### src/sv/samc_pkg.sv
// Shared types, codes and constants for the speed and angle motor command unit.
`timescale 1ns / 1ps

package samc_pkg;

  // Sizing
  localparam int NUM_MOTORS_DEF = 4;
  localparam int FIELD_MOTORS   = 4;   // motors that have register fields
  localparam int QUEUE_DEPTH    = 2;
  localparam int CFG_IDX_W      = 3;
  localparam int CFG_DATA_W     = 32;

  // Limits and reset values
  localparam logic [6:0]  SPEED_MAX   = 7'd100;
  localparam logic [7:0]  ANGLE_MAX   = 8'd180;
  localparam logic [7:0]  ANGLE_RESET = 8'd90;

  localparam logic [3:0]  KIND_MASK_RST    = 4'h0;
  localparam logic [27:0] SPEED_SCALES_RST = 28'd211366500;
  localparam logic [31:0] ANGLE_MIN_RST    = 32'd0;
  localparam logic [31:0] ANGLE_MAX_RST    = 32'd3031741620;
  localparam logic [31:0] ANGLE_CENTER_RST = 32'd1515870810;

  // x / 100 for x below 10000 as (x * 5243) >> 19
  localparam logic [12:0] RECIP_100   = 13'd5243;
  localparam int          RECIP_SHIFT = 19;

  // Register indexes
  typedef enum logic [CFG_IDX_W-1:0] {
    REG_KIND_MASK    = 3'd0,
    REG_SPEED_SCALES = 3'd1,
    REG_ANGLE_MIN    = 3'd2,
    REG_ANGLE_MAX    = 3'd3,
    REG_ANGLE_CENTER = 3'd4
  } cfg_reg_t;

  // Command opcodes
  typedef enum logic [2:0] {
    OP_SET_SPEED  = 3'd0,
    OP_STEP_SPEED = 3'd1,
    OP_SET_ANGLE  = 3'd2,
    OP_STEP_ANGLE = 3'd3,
    OP_START      = 3'd4,
    OP_STOP       = 3'd5
  } opcode_t;

  // Command class decided by the front end
  typedef enum logic [2:0] {
    CMD_ERROR,
    CMD_SPEED,
    CMD_ANGLE,
    CMD_START,
    CMD_STOP
  } cmd_kind_t;

  typedef struct packed {
    cmd_kind_t   kind;
    logic        step;
    logic [1:0]  motor;
    logic [1:0]  direction;
    logic [8:0]  amount;     // two's complement
  } cmd_t;

  typedef struct packed {
    logic        status;
    logic        drive_valid;
    logic [1:0]  drive_motor;
    logic [1:0]  drive_direction;
    logic        drive_is_angle;
    logic [7:0]  drive_value;
    logic        power_changed;
    logic        power_on;
    logic        last;
  } result_t;

  typedef struct packed {
    logic full;
    logic empty;
  } queue_status_t;

  typedef enum logic [2:0] {
    BK_IDLE,
    BK_EXEC,
    BK_MUL,
    BK_DIV,
    BK_WALK,
    BK_OUT
  } back_state_t;

endpackage

### src/sv/samc_cfg.sv
// Configuration registers and per-motor limit, scale and center decode.
`timescale 1ns / 1ps

module samc_cfg #(
  parameter int NUM_MOTORS = samc_pkg::NUM_MOTORS_DEF
) (
  input  logic                             clk,
  input  logic                             rst_n,
  input  logic                             cfg_we,
  input  logic [samc_pkg::CFG_IDX_W-1:0]   cfg_index,
  input  logic [samc_pkg::CFG_DATA_W-1:0]  cfg_wdata,
  output logic [3:0]                       kind_mask,
  output logic [NUM_MOTORS-1:0]            is_angle,
  output logic [6:0]                       scale   [NUM_MOTORS],
  output logic [7:0]                       amin    [NUM_MOTORS],
  output logic [7:0]                       amax    [NUM_MOTORS],
  output logic [7:0]                       center  [NUM_MOTORS]
);

  logic [3:0]  kind_mask_r;
  logic [27:0] speed_scales_r;
  logic [31:0] angle_min_r;
  logic [31:0] angle_max_r;
  logic [31:0] angle_center_r;

  // Register writes; unknown indexes are dropped
  always_ff @(posedge clk) begin
    if (!rst_n) begin
      kind_mask_r    <= samc_pkg::KIND_MASK_RST;
      speed_scales_r <= samc_pkg::SPEED_SCALES_RST;
      angle_min_r    <= samc_pkg::ANGLE_MIN_RST;
      angle_max_r    <= samc_pkg::ANGLE_MAX_RST;
      angle_center_r <= samc_pkg::ANGLE_CENTER_RST;
    end else if (cfg_we) begin
      unique case (samc_pkg::cfg_reg_t'(cfg_index))
        samc_pkg::REG_KIND_MASK:    kind_mask_r    <= cfg_wdata[3:0];
        samc_pkg::REG_SPEED_SCALES: speed_scales_r <= cfg_wdata[27:0];
        samc_pkg::REG_ANGLE_MIN:    angle_min_r    <= cfg_wdata[31:0];
        samc_pkg::REG_ANGLE_MAX:    angle_max_r    <= cfg_wdata[31:0];
        samc_pkg::REG_ANGLE_CENTER: angle_center_r <= cfg_wdata[31:0];
        default: ;
      endcase
    end
  end

  assign kind_mask = kind_mask_r;

  // Per-motor fields, saturated; motors without fields are speed motors, all zero
  for (genvar i = 0; i < NUM_MOTORS; i++) begin : g_motor
    if (i < samc_pkg::FIELD_MOTORS) begin : g_field
      logic [6:0] sc_raw;
      logic [7:0] lo_raw, hi_raw, c_raw, lo, hi, c;
      assign sc_raw = speed_scales_r[7*i +: 7];
      assign lo_raw = angle_min_r[8*i +: 8];
      assign hi_raw = angle_max_r[8*i +: 8];
      assign c_raw  = angle_center_r[8*i +: 8];
      assign lo = (lo_raw > samc_pkg::ANGLE_MAX) ? samc_pkg::ANGLE_MAX : lo_raw;
      assign hi = (hi_raw > samc_pkg::ANGLE_MAX) ? samc_pkg::ANGLE_MAX : hi_raw;
      assign c  = (c_raw  > samc_pkg::ANGLE_MAX) ? samc_pkg::ANGLE_MAX : c_raw;
      assign is_angle[i] = kind_mask_r[i];
      assign scale[i]    = (sc_raw > samc_pkg::SPEED_MAX) ? samc_pkg::SPEED_MAX : sc_raw;
      assign amin[i]     = lo;
      assign amax[i]     = hi;
      // below minimum wins over above maximum
      assign center[i]   = (c < lo) ? lo : ((c > hi) ? hi : c);
    end else begin : g_none
      assign is_angle[i] = 1'b0;
      assign scale[i]    = 7'd0;
      assign amin[i]     = 8'd0;
      assign amax[i]     = 8'd0;
      assign center[i]   = 8'd0;
    end
  end

endmodule

### src/sv/samc_front.sv
// Command intake: accepts input words and classifies them for the back end.
`timescale 1ns / 1ps

module samc_front #(
  parameter int NUM_MOTORS = samc_pkg::NUM_MOTORS_DEF
) (
  input  logic                    in_tvalid,
  output logic                    in_tready,
  input  logic [15:0]             in_tdata,
  input  logic [3:0]              kind_mask,
  input  samc_pkg::queue_status_t q_status,
  output logic                    q_push,
  output samc_pkg::cmd_t          q_word
);

  logic [2:0] opcode;
  logic [1:0] motor;
  logic       bad_motor;
  logic       angle_motor;

  assign opcode = in_tdata[2:0];
  assign motor  = in_tdata[4:3];

  assign bad_motor   = ({2'b00, motor} >= 4'(NUM_MOTORS));
  assign angle_motor = kind_mask[motor];

  assign in_tready = !q_status.full;
  assign q_push    = in_tvalid && !q_status.full;

  // Classify by opcode, motor range and motor kind
  always_comb begin
    q_word           = '0;
    q_word.step      = opcode[0];
    q_word.motor     = motor;
    q_word.direction = in_tdata[6:5];
    q_word.amount    = in_tdata[15:7];
    unique case (samc_pkg::opcode_t'(opcode)) inside
      samc_pkg::OP_SET_SPEED, samc_pkg::OP_STEP_SPEED: begin
        q_word.kind = (bad_motor || angle_motor) ? samc_pkg::CMD_ERROR : samc_pkg::CMD_SPEED;
      end
      samc_pkg::OP_SET_ANGLE, samc_pkg::OP_STEP_ANGLE: begin
        q_word.kind = (bad_motor || !angle_motor) ? samc_pkg::CMD_ERROR : samc_pkg::CMD_ANGLE;
      end
      samc_pkg::OP_START: q_word.kind = samc_pkg::CMD_START;
      samc_pkg::OP_STOP:  q_word.kind = samc_pkg::CMD_STOP;
      default:            q_word.kind = samc_pkg::CMD_ERROR;
    endcase
  end

endmodule

### src/sv/samc_queue.sv
// Small register queue between command intake and execution.
`timescale 1ns / 1ps

module samc_queue #(
  parameter int WIDTH = 16,
  parameter int DEPTH = samc_pkg::QUEUE_DEPTH
) (
  input  logic                    clk,
  input  logic                    rst_n,
  input  logic                    push,
  input  logic [WIDTH-1:0]        wdata,
  input  logic                    pop,
  output logic [WIDTH-1:0]        rdata,
  output samc_pkg::queue_status_t status
);

  localparam int AW = (DEPTH > 1) ? $clog2(DEPTH) : 1;
  localparam int CW = $clog2(DEPTH + 1);

  logic [WIDTH-1:0] mem_r [DEPTH];
  logic [AW-1:0]    wr_ptr_r, wr_ptr_nxt;
  logic [AW-1:0]    rd_ptr_r, rd_ptr_nxt;
  logic [CW-1:0]    count_r, count_nxt;
  logic             do_push, do_pop;

  assign status.full  = (count_r == CW'(DEPTH));
  assign status.empty = (count_r == '0);
  assign do_push      = push && !status.full;
  assign do_pop       = pop && !status.empty;
  assign rdata        = mem_r[rd_ptr_r];

  // Pointer and fill tracking
  always_comb begin
    wr_ptr_nxt = wr_ptr_r;
    rd_ptr_nxt = rd_ptr_r;
    count_nxt  = count_r;
    if (do_push) begin
      wr_ptr_nxt = (wr_ptr_r == AW'(DEPTH - 1)) ? '0 : wr_ptr_r + 1'b1;
    end
    if (do_pop) begin
      rd_ptr_nxt = (rd_ptr_r == AW'(DEPTH - 1)) ? '0 : rd_ptr_r + 1'b1;
    end
    if (do_push && !do_pop) begin
      count_nxt = count_r + 1'b1;
    end else if (do_pop && !do_push) begin
      count_nxt = count_r - 1'b1;
    end
  end

  always_ff @(posedge clk) begin
    if (!rst_n) begin
      wr_ptr_r <= '0;
      rd_ptr_r <= '0;
      count_r  <= '0;
    end else begin
      wr_ptr_r <= wr_ptr_nxt;
      rd_ptr_r <= rd_ptr_nxt;
      count_r  <= count_nxt;
    end
  end

  // Storage, no reset
  always_ff @(posedge clk) begin
    if (do_push) begin
      mem_r[wr_ptr_r] <= wdata;
    end
  end

endmodule

### src/sv/samc_back.sv
// Command execution: setpoints, power flag, drive scaling and result register.
`timescale 1ns / 1ps

module samc_back #(
  parameter int NUM_MOTORS = samc_pkg::NUM_MOTORS_DEF
) (
  input  logic                    clk,
  input  logic                    rst_n,
  input  samc_pkg::queue_status_t q_status,
  input  samc_pkg::cmd_t          q_word,
  output logic                    q_pop,
  input  logic [NUM_MOTORS-1:0]   is_angle,
  input  logic [6:0]              scale  [NUM_MOTORS],
  input  logic [7:0]              amin   [NUM_MOTORS],
  input  logic [7:0]              amax   [NUM_MOTORS],
  input  logic [7:0]              center [NUM_MOTORS],
  output logic                    out_valid,
  input  logic                    out_ready,
  output samc_pkg::result_t       out_res
);

  localparam int MIDX_W = (NUM_MOTORS > 1) ? $clog2(NUM_MOTORS) : 1;

  samc_pkg::back_state_t state_r, state_nxt;
  samc_pkg::cmd_t        cmd_r, cmd_nxt;
  samc_pkg::result_t     res_r, res_nxt;
  samc_pkg::result_t     out_res_r, out_res_nxt;
  logic                  out_valid_r, out_valid_nxt;
  logic                  power_r, power_nxt;
  logic [6:0]            speed_sp_r [NUM_MOTORS];
  logic [6:0]            speed_sp_nxt [NUM_MOTORS];
  logic [7:0]            angle_sp_r [NUM_MOTORS];
  logic [7:0]            angle_sp_nxt [NUM_MOTORS];
  logic [13:0]           prod_r, prod_nxt;
  logic [MIDX_W-1:0]     idx_r, idx_nxt;

  logic                  slot_free;
  logic                  walk_done;
  logic [MIDX_W-1:0]     sel_idx;
  logic [6:0]            sp_cur;
  logic [7:0]            ang_cur, lo_cur, hi_cur;
  logic signed [9:0]     amt_ext, lo_ext, hi_ext;
  logic signed [9:0]     spd_sum, ang_sum;
  logic [6:0]            spd_new;
  logic [7:0]            ang_new;
  logic [26:0]           recip_prod;
  logic [7:0]            quot;
  samc_pkg::result_t     base_res;

  assign slot_free = !out_valid_r || out_ready;
  assign walk_done = (idx_r == MIDX_W'(NUM_MOTORS - 1));
  assign out_valid = out_valid_r;
  assign out_res   = out_res_r;

  // Operand selection for the addressed motor
  assign sel_idx = MIDX_W'(cmd_r.motor);
  assign sp_cur  = speed_sp_r[sel_idx];
  assign ang_cur = angle_sp_r[sel_idx];
  assign lo_cur  = amin[sel_idx];
  assign hi_cur  = amax[sel_idx];
  assign amt_ext = $signed({cmd_r.amount[8], cmd_r.amount});
  assign lo_ext  = $signed({2'b00, lo_cur});
  assign hi_ext  = $signed({2'b00, hi_cur});

  // New setpoints: absolute or relative, then clamped
  assign spd_sum = (cmd_r.step ? $signed({3'b000, sp_cur}) : 10'sd0) + amt_ext;
  assign ang_sum = (cmd_r.step ? $signed({2'b00, ang_cur}) : 10'sd0) + amt_ext;
  assign spd_new = (spd_sum < 10'sd0) ? 7'd0 :
                   ((spd_sum > $signed({3'b000, samc_pkg::SPEED_MAX})) ?
                    samc_pkg::SPEED_MAX : spd_sum[6:0]);
  assign ang_new = (ang_sum < lo_ext) ? lo_cur :
                   ((ang_sum > hi_ext) ? hi_cur : ang_sum[7:0]);

  // Percent scaling: divide by 100 through the reciprocal
  assign recip_prod = 27'(prod_r) * 27'(samc_pkg::RECIP_100);
  assign quot       = recip_prod[samc_pkg::RECIP_SHIFT +: 8];

  // Result with no drive, current power state
  always_comb begin
    base_res          = '0;
    base_res.power_on = power_r;
    base_res.last     = 1'b1;
  end

  // Next state
  always_comb begin
    state_nxt = state_r;
    unique case (state_r)
      samc_pkg::BK_IDLE: begin
        if (!q_status.empty) state_nxt = samc_pkg::BK_EXEC;
      end
      samc_pkg::BK_EXEC: begin
        unique case (cmd_r.kind)
          samc_pkg::CMD_SPEED: state_nxt = samc_pkg::BK_MUL;
          samc_pkg::CMD_START: state_nxt = power_r ? samc_pkg::BK_WALK : samc_pkg::BK_OUT;
          default:             state_nxt = samc_pkg::BK_OUT;
        endcase
      end
      samc_pkg::BK_MUL:  state_nxt = samc_pkg::BK_DIV;
      samc_pkg::BK_DIV:  state_nxt = samc_pkg::BK_OUT;
      samc_pkg::BK_WALK: begin
        if (slot_free && walk_done) state_nxt = samc_pkg::BK_OUT;
      end
      samc_pkg::BK_OUT: begin
        if (slot_free) state_nxt = samc_pkg::BK_IDLE;
      end
      default: state_nxt = samc_pkg::BK_IDLE;
    endcase
  end

  // Datapath and outputs per state
  always_comb begin
    q_pop         = 1'b0;
    cmd_nxt       = cmd_r;
    res_nxt       = res_r;
    power_nxt     = power_r;
    prod_nxt      = prod_r;
    idx_nxt       = idx_r;
    speed_sp_nxt  = speed_sp_r;
    angle_sp_nxt  = angle_sp_r;
    out_res_nxt   = out_res_r;
    out_valid_nxt = out_valid_r && !out_ready;
    unique case (state_r)
      samc_pkg::BK_IDLE: begin
        if (!q_status.empty) begin
          q_pop   = 1'b1;
          cmd_nxt = q_word;
        end
      end
      samc_pkg::BK_EXEC: begin
        res_nxt = base_res;
        unique case (cmd_r.kind) inside
          samc_pkg::CMD_SPEED: begin
            speed_sp_nxt[sel_idx] = spd_new;
          end
          samc_pkg::CMD_ANGLE: begin
            angle_sp_nxt[sel_idx] = ang_new;
            if (power_r) begin
              res_nxt.drive_valid    = 1'b1;
              res_nxt.drive_motor    = cmd_r.motor;
              res_nxt.drive_is_angle = 1'b1;
              res_nxt.drive_value    = ang_new;
            end
          end
          samc_pkg::CMD_START, samc_pkg::CMD_STOP: begin
            // every motor back to rest
            for (int i = 0; i < NUM_MOTORS; i++) begin
              if (is_angle[i]) angle_sp_nxt[i] = center[i];
              else             speed_sp_nxt[i] = 7'd0;
            end
            if (cmd_r.kind == samc_pkg::CMD_START) begin
              power_nxt             = 1'b1;
              idx_nxt               = '0;
              res_nxt.power_on      = 1'b1;
              res_nxt.power_changed = !power_r;
            end else begin
              power_nxt             = 1'b0;
              res_nxt.power_on      = 1'b0;
              res_nxt.power_changed = power_r;
            end
          end
          default: begin
            res_nxt.status = 1'b1;
          end
        endcase
      end
      samc_pkg::BK_MUL: begin
        prod_nxt = 14'(sp_cur) * 14'(scale[sel_idx]);
      end
      samc_pkg::BK_DIV: begin
        if (power_r) begin
          res_nxt.drive_valid     = 1'b1;
          res_nxt.drive_motor     = cmd_r.motor;
          res_nxt.drive_direction = cmd_r.direction;
          res_nxt.drive_value     = quot;
        end
      end
      samc_pkg::BK_WALK: begin
        // one drive word per motor, in index order
        if (slot_free) begin
          out_valid_nxt              = 1'b1;
          out_res_nxt                = '0;
          out_res_nxt.drive_valid    = 1'b1;
          out_res_nxt.drive_motor    = 2'(idx_r);
          out_res_nxt.drive_is_angle = is_angle[idx_r];
          out_res_nxt.drive_value    = is_angle[idx_r] ? center[idx_r] : 8'd0;
          out_res_nxt.power_on       = 1'b1;
          idx_nxt                    = idx_r + 1'b1;
        end
      end
      samc_pkg::BK_OUT: begin
        if (slot_free) begin
          out_valid_nxt = 1'b1;
          out_res_nxt   = res_r;
        end
      end
      default: ;
    endcase
  end

  // Control state and setpoints
  always_ff @(posedge clk) begin
    if (!rst_n) begin
      state_r     <= samc_pkg::BK_IDLE;
      power_r     <= 1'b0;
      out_valid_r <= 1'b0;
      idx_r       <= '0;
      for (int i = 0; i < NUM_MOTORS; i++) begin
        speed_sp_r[i] <= 7'd0;
        angle_sp_r[i] <= samc_pkg::ANGLE_RESET;
      end
    end else begin
      state_r     <= state_nxt;
      power_r     <= power_nxt;
      out_valid_r <= out_valid_nxt;
      idx_r       <= idx_nxt;
      speed_sp_r  <= speed_sp_nxt;
      angle_sp_r  <= angle_sp_nxt;
    end
  end

  // Payload registers
  always_ff @(posedge clk) begin
    cmd_r     <= cmd_nxt;
    res_r     <= res_nxt;
    prod_r    <= prod_nxt;
    out_res_r <= out_res_nxt;
  end

endmodule

### src/sv/speed_and_angle_motor_command_unit.sv
// Top level of the speed and angle motor command unit.
//
// Input channel (in_*): one command word per handshake, opcode, motor,
// direction and amount packed in in_tdata. Result channel (out_*): one or
// more result words per command, the final one marked by out_tlast, with
// out_tuser telling whether the drive value is an angle.
// Configuration port (cfg_*): a write of register cfg_index takes effect at
// the clock edge where cfg_we is high; write only while no command is open.
//
// A command passes a two-word queue and is then executed one at a time.
// The result is registered after the queue and the execute and output states;
// speed commands first pass a multiply state for the percent scaling and a
// divide state for the reciprocal divide by 100. A start with power already
// on emits NUM_MOTORS drive words, one per cycle while the receiver is ready,
// then the power word. The execution sequencer takes the next command once
// the last result is in the result register.
// Reset: power off, speeds 0, angles 90, registers at their defaults.
// A stalled receiver holds the result register; the queue keeps accepting
// commands until it is full.
`timescale 1ns / 1ps

module speed_and_angle_motor_command_unit #(
  parameter int NUM_MOTORS = samc_pkg::NUM_MOTORS_DEF
) (
  input  logic                             clk,
  input  logic                             rst_n,
  // opcode[2:0], motor_index[4:3], direction[6:5], amount[15:7]
  input  logic [15:0]                      in_tdata,
  input  logic                             in_tvalid,
  output logic                             in_tready,
  // status[0], drive_valid[1], drive_motor[3:2], drive_direction[5:4],
  // drive_value[13:6], power_changed[14], power_on[15]
  output logic [15:0]                      out_tdata,
  // drive_is_angle[0]
  output logic                             out_tuser,
  output logic                             out_tlast,
  output logic                             out_tvalid,
  input  logic                             out_tready,
  input  logic                             cfg_we,
  input  logic [samc_pkg::CFG_IDX_W-1:0]   cfg_index,
  input  logic [samc_pkg::CFG_DATA_W-1:0]  cfg_wdata
);

  logic [3:0]              kind_mask;
  logic [NUM_MOTORS-1:0]   is_angle;
  logic [6:0]              scale  [NUM_MOTORS];
  logic [7:0]              amin   [NUM_MOTORS];
  logic [7:0]              amax   [NUM_MOTORS];
  logic [7:0]              center [NUM_MOTORS];
  samc_pkg::queue_status_t q_status;
  logic                    q_push, q_pop;
  samc_pkg::cmd_t          q_wdata, q_rdata;
  samc_pkg::result_t       res;

  samc_cfg #(.NUM_MOTORS(NUM_MOTORS)) u_cfg (
    .clk       (clk),
    .rst_n     (rst_n),
    .cfg_we    (cfg_we),
    .cfg_index (cfg_index),
    .cfg_wdata (cfg_wdata),
    .kind_mask (kind_mask),
    .is_angle  (is_angle),
    .scale     (scale),
    .amin      (amin),
    .amax      (amax),
    .center    (center)
  );

  samc_front #(.NUM_MOTORS(NUM_MOTORS)) u_front (
    .in_tvalid (in_tvalid),
    .in_tready (in_tready),
    .in_tdata  (in_tdata),
    .kind_mask (kind_mask),
    .q_status  (q_status),
    .q_push    (q_push),
    .q_word    (q_wdata)
  );

  samc_queue #(
    .WIDTH ($bits(samc_pkg::cmd_t)),
    .DEPTH (samc_pkg::QUEUE_DEPTH)
  ) u_queue (
    .clk    (clk),
    .rst_n  (rst_n),
    .push   (q_push),
    .wdata  (q_wdata),
    .pop    (q_pop),
    .rdata  (q_rdata),
    .status (q_status)
  );

  samc_back #(.NUM_MOTORS(NUM_MOTORS)) u_back (
    .clk       (clk),
    .rst_n     (rst_n),
    .q_status  (q_status),
    .q_word    (q_rdata),
    .q_pop     (q_pop),
    .is_angle  (is_angle),
    .scale     (scale),
    .amin      (amin),
    .amax      (amax),
    .center    (center),
    .out_valid (out_tvalid),
    .out_ready (out_tready),
    .out_res   (res)
  );

  // Result word packing
  assign out_tdata = {res.power_on, res.power_changed, res.drive_value,
                      res.drive_direction, res.drive_motor, res.drive_valid, res.status};
  assign out_tuser = res.drive_is_angle;
  assign out_tlast = res.last;

endmodule

### config.mk
export PLATFORM = sky130hd
export DESIGN_NAME = speed_and_angle_motor_command_unit
export DESIGN_NICKNAME = d
export VERILOG_FILES = /design/src/sv/samc_pkg.sv /design/src/sv/samc_cfg.sv /design/src/sv/samc_front.sv /design/src/sv/samc_queue.sv /design/src/sv/samc_back.sv /design/src/sv/speed_and_angle_motor_command_unit.sv
export SDC_FILE = /design/constraint.sdc
export NUM_CORES = 1
export LEC_CHECK = 0
export BUFFER_PORTS_ARGS = -buffer_cell sky130_fd_sc_hd__clkbuf_2
export CAP_MARGIN = 20
export CORE_MARGIN = 4
export CORE_UTILIZATION = 40
export DETAILED_ROUTE_END_ITERATION = 10
export SYNTH_ARGS = -nofsm -noshare
export SYNTH_HDL_FRONTEND = slang
export SYNTH_SLANG_ARGS = --single-unit
### constraint.sdc
create_clock -name clk -period 18 [get_ports clk]
set_clock_uncertainty 0.2 [all_clocks]
set_input_delay 1.8 -clock clk [delete_from_list [all_inputs] [get_ports clk]]
set_output_delay 1.8 -clock clk [all_outputs]
set_load 0.01 [all_outputs]
==> run_results.csv, run 1 <==
group,metric,value,unit
run_status,status,"finished, final reports clean",
clock_tree,cts_hold_buffers,0,
detailed_routing,vias,18140,
power,p_leak,10.37,nW
global_route,first_global_vias,17900,
global_route,gr-total-overflow,0,
logic_synthesis,synth-edff-count,100,
clock_tree,clk_path_buf_depth,3,
logic_synthesis,synthCells,2421,
min_path,hold_class,"register to register",
finish,fillers,5263,
logic_synthesis,ys_ff_latch,299,
critical_path,cpMaxStageDelayCell,"or4_1",
floorplanning,io_pins,76,
sta,setup_viol,0,
logic_synthesis,async_flop_share,0,
floorplanning,die_area,58860,um2
clock_tree,postCtsSetupBuffers,0,
logic_synthesis,synth_top_cell_area_share,0.1809,
finish,drive_above_1_share,0.1063,
clock_tree,clkTransAtPathRegs,0.06,ns
detailed_routing,dr.first_iter.drc_count,1300,
logic_synthesis,synth_area_leaders,"dfxtp_1 18%, edfxtp_1 14%, ha_1 13%",
power,p_per_area,101.0,nW/um2
floorplanning,rows,85,
detailed_routing,drtAntennaViolNets,0,
sta,hold_viol,0,
critical_path,path_cells,"buf_4 -> inv_1 -> nand2_1 -> a21oi_1 -> or4_1 -> inv_1 -> nand2_1 -> fa_1 -> fa_1 -> inv_1 -> fa_1 -> inv_1 -> fa_1 -> inv_1 -> ha_1 -> o21ai_0 -> a21oi_1 -> a41o_1 -> o41ai_1 -> xnor2_1",
finish,area_growth_syn_to_layout,10.02,%
logic_synthesis,synth_most_common_cell,"nand2_1",
logic_synthesis,ys_seq_area_frac,0.3173,
power,ir_drop,0.00006525,V
logic_synthesis,synth_area,22020,um2
critical_path,crit_path_max_fanout,54,
critical_path,cp.arrival,6.60,ns
critical_path,cp_slowest_stage_delay,0.62,ns
global_route,antenna_found_initial,1,
sta,max_freq,153.8,MHz
finish,antenna_cells,0,
sta,final.setup.worst_slack,11.50,ns
logic_synthesis,synthDistinctLibCells,86,
placement,gp_congestion,0.9514,
clock_tree,numCtsBuffers,34,
finish,fin_nets,2823,
clock_tree,cts-root-buf,"clkbuf_16",
clock_tree,numClockSinks,299,
logic_synthesis,yosys_warnings,0,
floorplanning,die_x,242.6,um
clock_tree,cts_resized,0,
detailed_routing,post_drt_wl_per_cell,21.17,um
global_route,grt_pass1_wl,104.9,mm
critical_path,path_common_cell,"inv_1",
detailed_routing,dr.pass1.iters,5,
clock_tree,cts_tree,"yes",
critical_path,crit_type,"register to register",
job,maxCapViolCount,0,
detailed_routing,via_per_inst,5.706,
logic_synthesis,synthTopCellsByCount,"404 x nand2_1, 221 x inv_1, 220 x ha_1",
clock_tree,worstSkewPairLatency,0.57,ns
critical_path,startpoint_type,"register",
global_route,gr-usage-all-layers,0.2252,
floorplanning,initial_core_util,0.4067,
detailed_routing,drcViolationCount,0,
logic_synthesis,synth_area_per_cell,9.095,um2
sta,rsz0062_at_grt,"no",
sta,fin_crit_sh,0.3613,
logic_synthesis,synthFlopType,"dfxtp_1",
sta,finalCriticalPeriod,6.504,ns
clock_tree,cts_max_level,2,
floorplanning,core-area,54130,um2
sta,worstMarginPinSlew,1.109,ns
logic_synthesis,synthesis.nets,2786,
detailed_routing,wirelength,67.29,mm
placement,portBuffers,75,
floorplanning,die_h,242.6,um
critical_path,crit_required,18.10,ns
critical_path,timing.critical_path.buf_inv,6,
sta,maxSlewHeadroom,0.2528,
sta,tns,0,ns
critical_path,path_delay_family,"adder cells",
placement,pre_cts_ws,11.55,ns
logic_synthesis,yosysTopAreaCell,"dfxtp_1",
placement,hpwlAfterDp,53.52,mm
critical_path,end_kind,"register",
global_route,grt_max_degree,110,
sta,slew_violations,0,
==> final timing paths <==
path,startpoint,endpoint,slack (ns),cells after the start
worst max-delay path,u_back.sel_idx[1],u_back.prod_r[13],11.50,20
worst min-delay path,u_back.speed_sp_r[17],u_back.speed_sp_r[17],0.25,2
worst max register to register,u_back.sel_idx[1],u_back.prod_r[13],11.50,20
worst min register to register,u_back.speed_sp_r[17],u_back.speed_sp_r[17],0.25,2
==> where the power goes <==
group          internal, mW  leakage [nW]  switching, mW
Sequential            0.785          2.57         0.0707
Combinational         0.308          7.23          0.567
Clock                 0.418         0.572          0.299
Total                  1.51          10.4          0.936
==> flip-flops by register name, indices dropped and copies added, names as in the netlist, 3 cells and up <==
register and count:
u_cfg.angle_center_r 32, u_back.state_r 3, u_cfg.is_angle 4, u_queue.mem_r 34, u_cfg.speed_scales_r 28, u_cfg.angle_max_r 32, u_back.out_res 18, u_back.amt_ext 9
u_back.cmd_r 6, u_cfg.angle_min_r 32, u_back.angle_sp_r 32, u_back.speed_sp_r 28, u_back.prod_r 14, u_back.res_r 17
==> cell families (layout without fill, tap and decap cells) <==
kind of cell    count (synthesis)  after routing  share of synthesized area
mux                           118            118                    0.07279
simple gates                  767            767                     0.1566
compound gates                581            581                     0.1792
buf+inv                       316            378                    0.05580
flops                         299            299                     0.3173
xor+xnor                       31             31                    0.01233
fa+ha+maj                     309            309                     0.2059
==> worst min-delay path, cell delays in order (launching register included) <==
cell     delay [ns]
dfxtp_1        0.32
nand2_1        0.05
o41ai_1        0.05
==> final cells by class <==
type / instances / area [um2] / area share
Tap cell: 696 / 870.8 / 0.03595
Clock buffer: 48 / 984.7 / 0.04065
Sequential cell: 299 / 6987 / 0.2884
Inverter: 221 / 829.5 / 0.03424
Clock inverter: 13 / 187.7 / 0.007748
Multi-Input combinational cell: 1806 / 13820 / 0.5707
Timing Repair Buffer: 96 / 540.5 / 0.02231
==> layout by cell type, fill, tap and decap left out, types with 7 or more instances in the layout <==
master | Yosys | layout
a211oi_1 | 8 | 8
a21boi_0 | 83 | 83
a21o_1 | 33 | 33
a21oi_1 | 135 | 135
a22oi_1 | 11 | 11
a31o_2 | 10 | 10
a31oi_1 | 14 | 14
a32oi_1 | 9 | 9
and2_1 | 49 | 49
and3_1 | 19 | 19
buf_4 | 3 | 20
clkbuf_1 | 69 | 7
clkbuf_16 | 0 | 35
clkbuf_2 | 0 | 74
dfxtp_1 | 199 | 199
edfxtp_1 | 100 | 100
fa_1 | 89 | 89
ha_1 | 220 | 220
inv_1 | 221 | 221
mux2_2 | 43 | 43
mux2i_1 | 45 | 45
mux4_2 | 29 | 29
nand2_1 | 404 | 404
nand2b_1 | 26 | 26
nand3_1 | 79 | 79
nand4_1 | 13 | 13
nor2_1 | 99 | 97
nor2b_1 | 36 | 36
nor3_1 | 11 | 11
o211a_1 | 10 | 10
o211ai_1 | 34 | 34
o21a_1 | 17 | 17
o21ai_0 | 102 | 102
o21ai_1 | 11 | 11
o22ai_1 | 18 | 18
o41ai_1 | 7 | 7
or3_1 | 9 | 9
xnor2_1 | 22 | 22
xor2_1 | 9 | 9
==> layer usage <==
metal | wire [um] | track usage | up-vias
li1 | - | - | 8595
met1 | 29300 | 0.3009 | 8810
met2 | 31020 | 0.3708 | 593
met3 | 3997 | 0.03399 | 141
met4 | 2975 | 0.08555 | 0
met5 | 0 | 0 | -
==> per-stage QoR <==
| step | instances | utilization | hold WS [ns] | power, mW | area (um2) |
|---|---|---|---|---|---|
| floorplan | 2421 | - | 0.2144 | 1.463 | 22020 |
| global placement | 3116 | 0.4255 | 0.2306 | 1.718 | 23030 |
| detailed placement | 3118 | 0.4258 | 0.2341 | 1.730 | 23050 |
| CTS | 3179 | 0.4475 | 0.2484 | 2.454 | 24220 |
| global route | 3179 | 0.4475 | 0.2715 | 2.581 | 24220 |
| finish | 3179 | 0.4475 | 0.2458 | 2.447 | 24220 |
(Power assumes the default switching activity.)
==> run 2: changes to the inputs <==
- ABC_AREA: default -> 1
- clock period: 18 -> 5.6 ns (I/O delays scaled with it)
==> run 2 against run 1 <==
Compared with the run above: via count is 11% higher; fmax is 23% higher; die area is 0.23% higher; largest power group unchanged.
==> run_results.csv, run 2 <==
group,metric,value,unit
finish,final_cell_mix,"595 x nand2_1, 403 x inv_1, 312 x nor2_1",
detailed_routing,drcViolationCount,0,
logic_synthesis,ys_ff_latch,299,
sta,max_freq,188.7,MHz
min_path,worstHoldStart,"in_tdata[4]",
job,maxCapViolCount,0,
global_route,grt_pass1_wl,110.6,mm
detailed_routing,dr.first_iter.drc_count,1856,
critical_path,critPathLaunch,"u_back.sel_idx[0]",
sta,setup_viol,0,
critical_path,r2r_end,"u_back.prod_r[12]",
critical_path,crit_type,"register to register",
logic_synthesis,synthFlopType,"dfxtp_1",
logic_synthesis,async_flop_share,0,
placement,gp_congestion,0.9808,
sta,fin_crit_sh,0.9464,
clock_tree,cts_max_level,2,
floorplanning,initial_core_util,0.4069,
sta,hold_viol,0,
logic_synthesis,ys_seq_area_frac,0.3166,
logic_synthesis,synthCells,2936,
global_route,grt_max_degree,89,
clock_tree,cts_tree,"yes",
clock_tree,numClockSinks,299,
sta,holdWs,0.06847,ns
logic_synthesis,synthDistinctLibCells,55,
critical_path,crit_required,5.72,ns
sta,worstMarginPinSlew,1.011,ns
clock_tree,clkTransAtPathRegs,0.06,ns
logic_synthesis,synth_area,22070,um2
logic_synthesis,yosys_warnings,0,
logic_synthesis,synth-edff-count,100,
global_route,grt.met3_usage,0.03907,
sta,rsz0062_at_grt,"yes",
power,p_leak,11.90,nW
finish,fillers,5422,
power,seq_power_share,0.209,
detailed_routing,vias,20180,
placement,placed_area,23350,um2
clock_tree,cts-root-buf,"clkbuf_16",
global_route,use_met2,0.3792,
finish,final_common_cell,"nand2_1",
global_route,grt_busiest_layer,"met2",
logic_synthesis,synth_area_per_cell,7.517,um2
global_route,gr-usage-all-layers,0.2385,
sta,maxSlewHeadroom,0.3251,
logic_synthesis,synth_area_leaders,"dfxtp_1 18%, edfxtp_1 14%, ha_1 12%",
min_path,hold_end,"u_queue.mem_r[0][12]",
floorplanning,die_x,242.9,um
power,p_int,7.270,mW
power,p_per_area,571.5,nW/um2
finish,area_growth_syn_to_layout,12.95,%
floorplanning,io_pins,76,
finish,largest_reg_flops,34,
finish,finalCoreUtilization,0.4596,
finish,drive_above_1_share,0.08942,
logic_synthesis,synthTopCellsByCount,"598 x nand2_1, 407 x inv_1, 316 x nor2_1",
run_status,status,"finished, final reports clean",
global_route,use_met1,0.3321,
placement,place_inst,3664,
critical_path,end_kind,"register",
logic_synthesis,synthesis.nets,3301,
floorplanning,rows,85,
detailed_routing,via_per_inst,5.380,
floorplanning,die_h,242.9,um
finish,largest_register,"u_queue.mem_r",
detailed_routing,dr.pass1.iters,6,
critical_path,worst-r2r-cell-count,24,
clock_tree,worstSkewPairLatency,0.57,ns
critical_path,crit_path_max_fanout,6,
clock_tree,clk_path_buf_depth,3,
finish,fin_nets,3389,
detailed_routing,wirelength,71.86,mm
sta,finalCriticalPeriod,5.300,ns
detailed_routing,post_drt_wl_per_cell,19.16,um
min_path,hold_class,"input port to register",
clock_tree,numCtsBuffers,37,
logic_synthesis,synth_most_common_cell,"nand2_1",
detailed_routing,drtAntennaViolNets,0,
finish,instances_no_fill,3751,
floorplanning,core-area,54240,um2
global_route,antenna_found_initial,1,
floorplanning,die_area,59000,um2
finish,stdcell_area,24930,um2
power,switching_share,0.4897,
critical_path,startpoint_type,"register",
critical_path,cp.arrival,5.42,ns
placement,portBuffers,75,
global_route,first_global_vias,19550,
placement,hpwlAfterDp,56.56,mm
critical_path,rrSetupSlack,0.30,ns
power,ir_drop,0.0004503,V
min_path,min_path_cells,1,
critical_path,reg2reg_from,"u_back.sel_idx[0]",
power,p_sw,6.977,mW
power,clkPwrFrac,0.184,
logic_synthesis,yosysTopAreaCell,"dfxtp_1",
sta,slew_violations,0,
power,share_comb_of_total_power,0.607,
logic_synthesis,synth_top_cell_area_share,0.1805,
global_route,gr-total-overflow,0,
[run 2: area by class of cell]
class	count	area [um2]	share of cell area
antenna	2	5.005	0.0002008
timing repair buffer	138	892.1	0.03579
clock buffer	50	1050	0.04211
tap	696	870.8	0.03493
sequential	299	6987	0.2803
inverter	418	1577	0.06324
multi-input combinational	2130	13270	0.5323
clock inverter	18	277.8	0.01114
[run 2: worst max-delay path by stage]
stage / end / slack, ns
finish: u_back.prod_r[12] / 0.30
global route: u_back.prod_r[12] / -0.002
CTS: u_back.prod_r[12] / 0.07
detailed placement: u_back.prod_r[12] / 0.09
global placement: u_back.prod_r[12] / 0.13
floorplan: u_back.prod_r[13] / 0.004
[run 2: what timing repair did]
item / 4_1_cts / 5_1_grt
resized for setup: 0 / 23
endpoints found under the setup margin: 0 / 19
setup buffers: 0 / 4
hold buffers: 12 / 0
endpoints found under the hold margin: 24 / 0
[run 2: worst max-delay path, stage by stage (launching register included)]
cell and delay [ns]:
edfxtp_1 0.53, inv_2 0.09, nor2_4 0.20, inv_2 0.09, buf_4 0.17, o22ai_2 0.10, nor2_1 0.06, o21a_1 0.14
nand2_1 0.10, fa_1 0.44, fa_1 0.49, inv_1 0.05, fa_1 0.53, inv_1 0.06, fa_1 0.54, inv_1 0.07
ha_4 0.25, a21oi_2 0.12, o21bai_1 0.11, a21o_1 0.19, a21oi_2 0.13, nor2_1 0.05, o21ai_1 0.11, nand2_1 0.07
xor2_1 0.14
[run 2: power by group through the flow]
stage | sequential, mW | clock [mW] | combinational [mW]
floorplan | 2.88 | 0 | 5.94
CTS | 2.97 | 2.67 | 8.42
detailed placement | 3.02 | 0 | 8.33
global placement | 3.01 | 0 | 8.17
finish | 2.97 | 2.62 | 8.65
global route | 3.00 | 2.76 | 9.69
[run 2: cells by family (layout without fill, tap and decap cells)]
| kind of cell | after synthesis | after routing | share of synthesized area |
|---|---|---|---|
| adder cells (fa/ha/maj) | 309 | 309 | 0.2055 |
| AND/OR/NAND/NOR | 1264 | 1264 | 0.2467 |
| buffers and inverters | 507 | 624 | 0.08782 |
| XOR/XNOR | 24 | 24 | 0.009524 |
| other | 0 | 2 | 0 |
| flip-flops | 299 | 299 | 0.3166 |
| AO/OA/AOI/OAI | 533 | 533 | 0.1339 |
[run 2: metal layers]
metal,part of all wire,vias to the layer above,routed length [um]
li1,-,9866,-
met1,0.45,9533,32520
met2,0.45,658,32190
met3,0.068,122,4895
met4,0.031,2,2226
met5,0.00026,-,19
[run 2: through the flow]
step                setup TNS [ns]  setup WS, ns  power [mW]
finish                           0        0.3002       14.25
global route             -0.002041     -0.002041       15.45
CTS                              0       0.06886       14.06
detailed placement               0       0.08917       11.34
global placement                 0        0.1279       11.19
floorplan                        0      0.004260       8.824
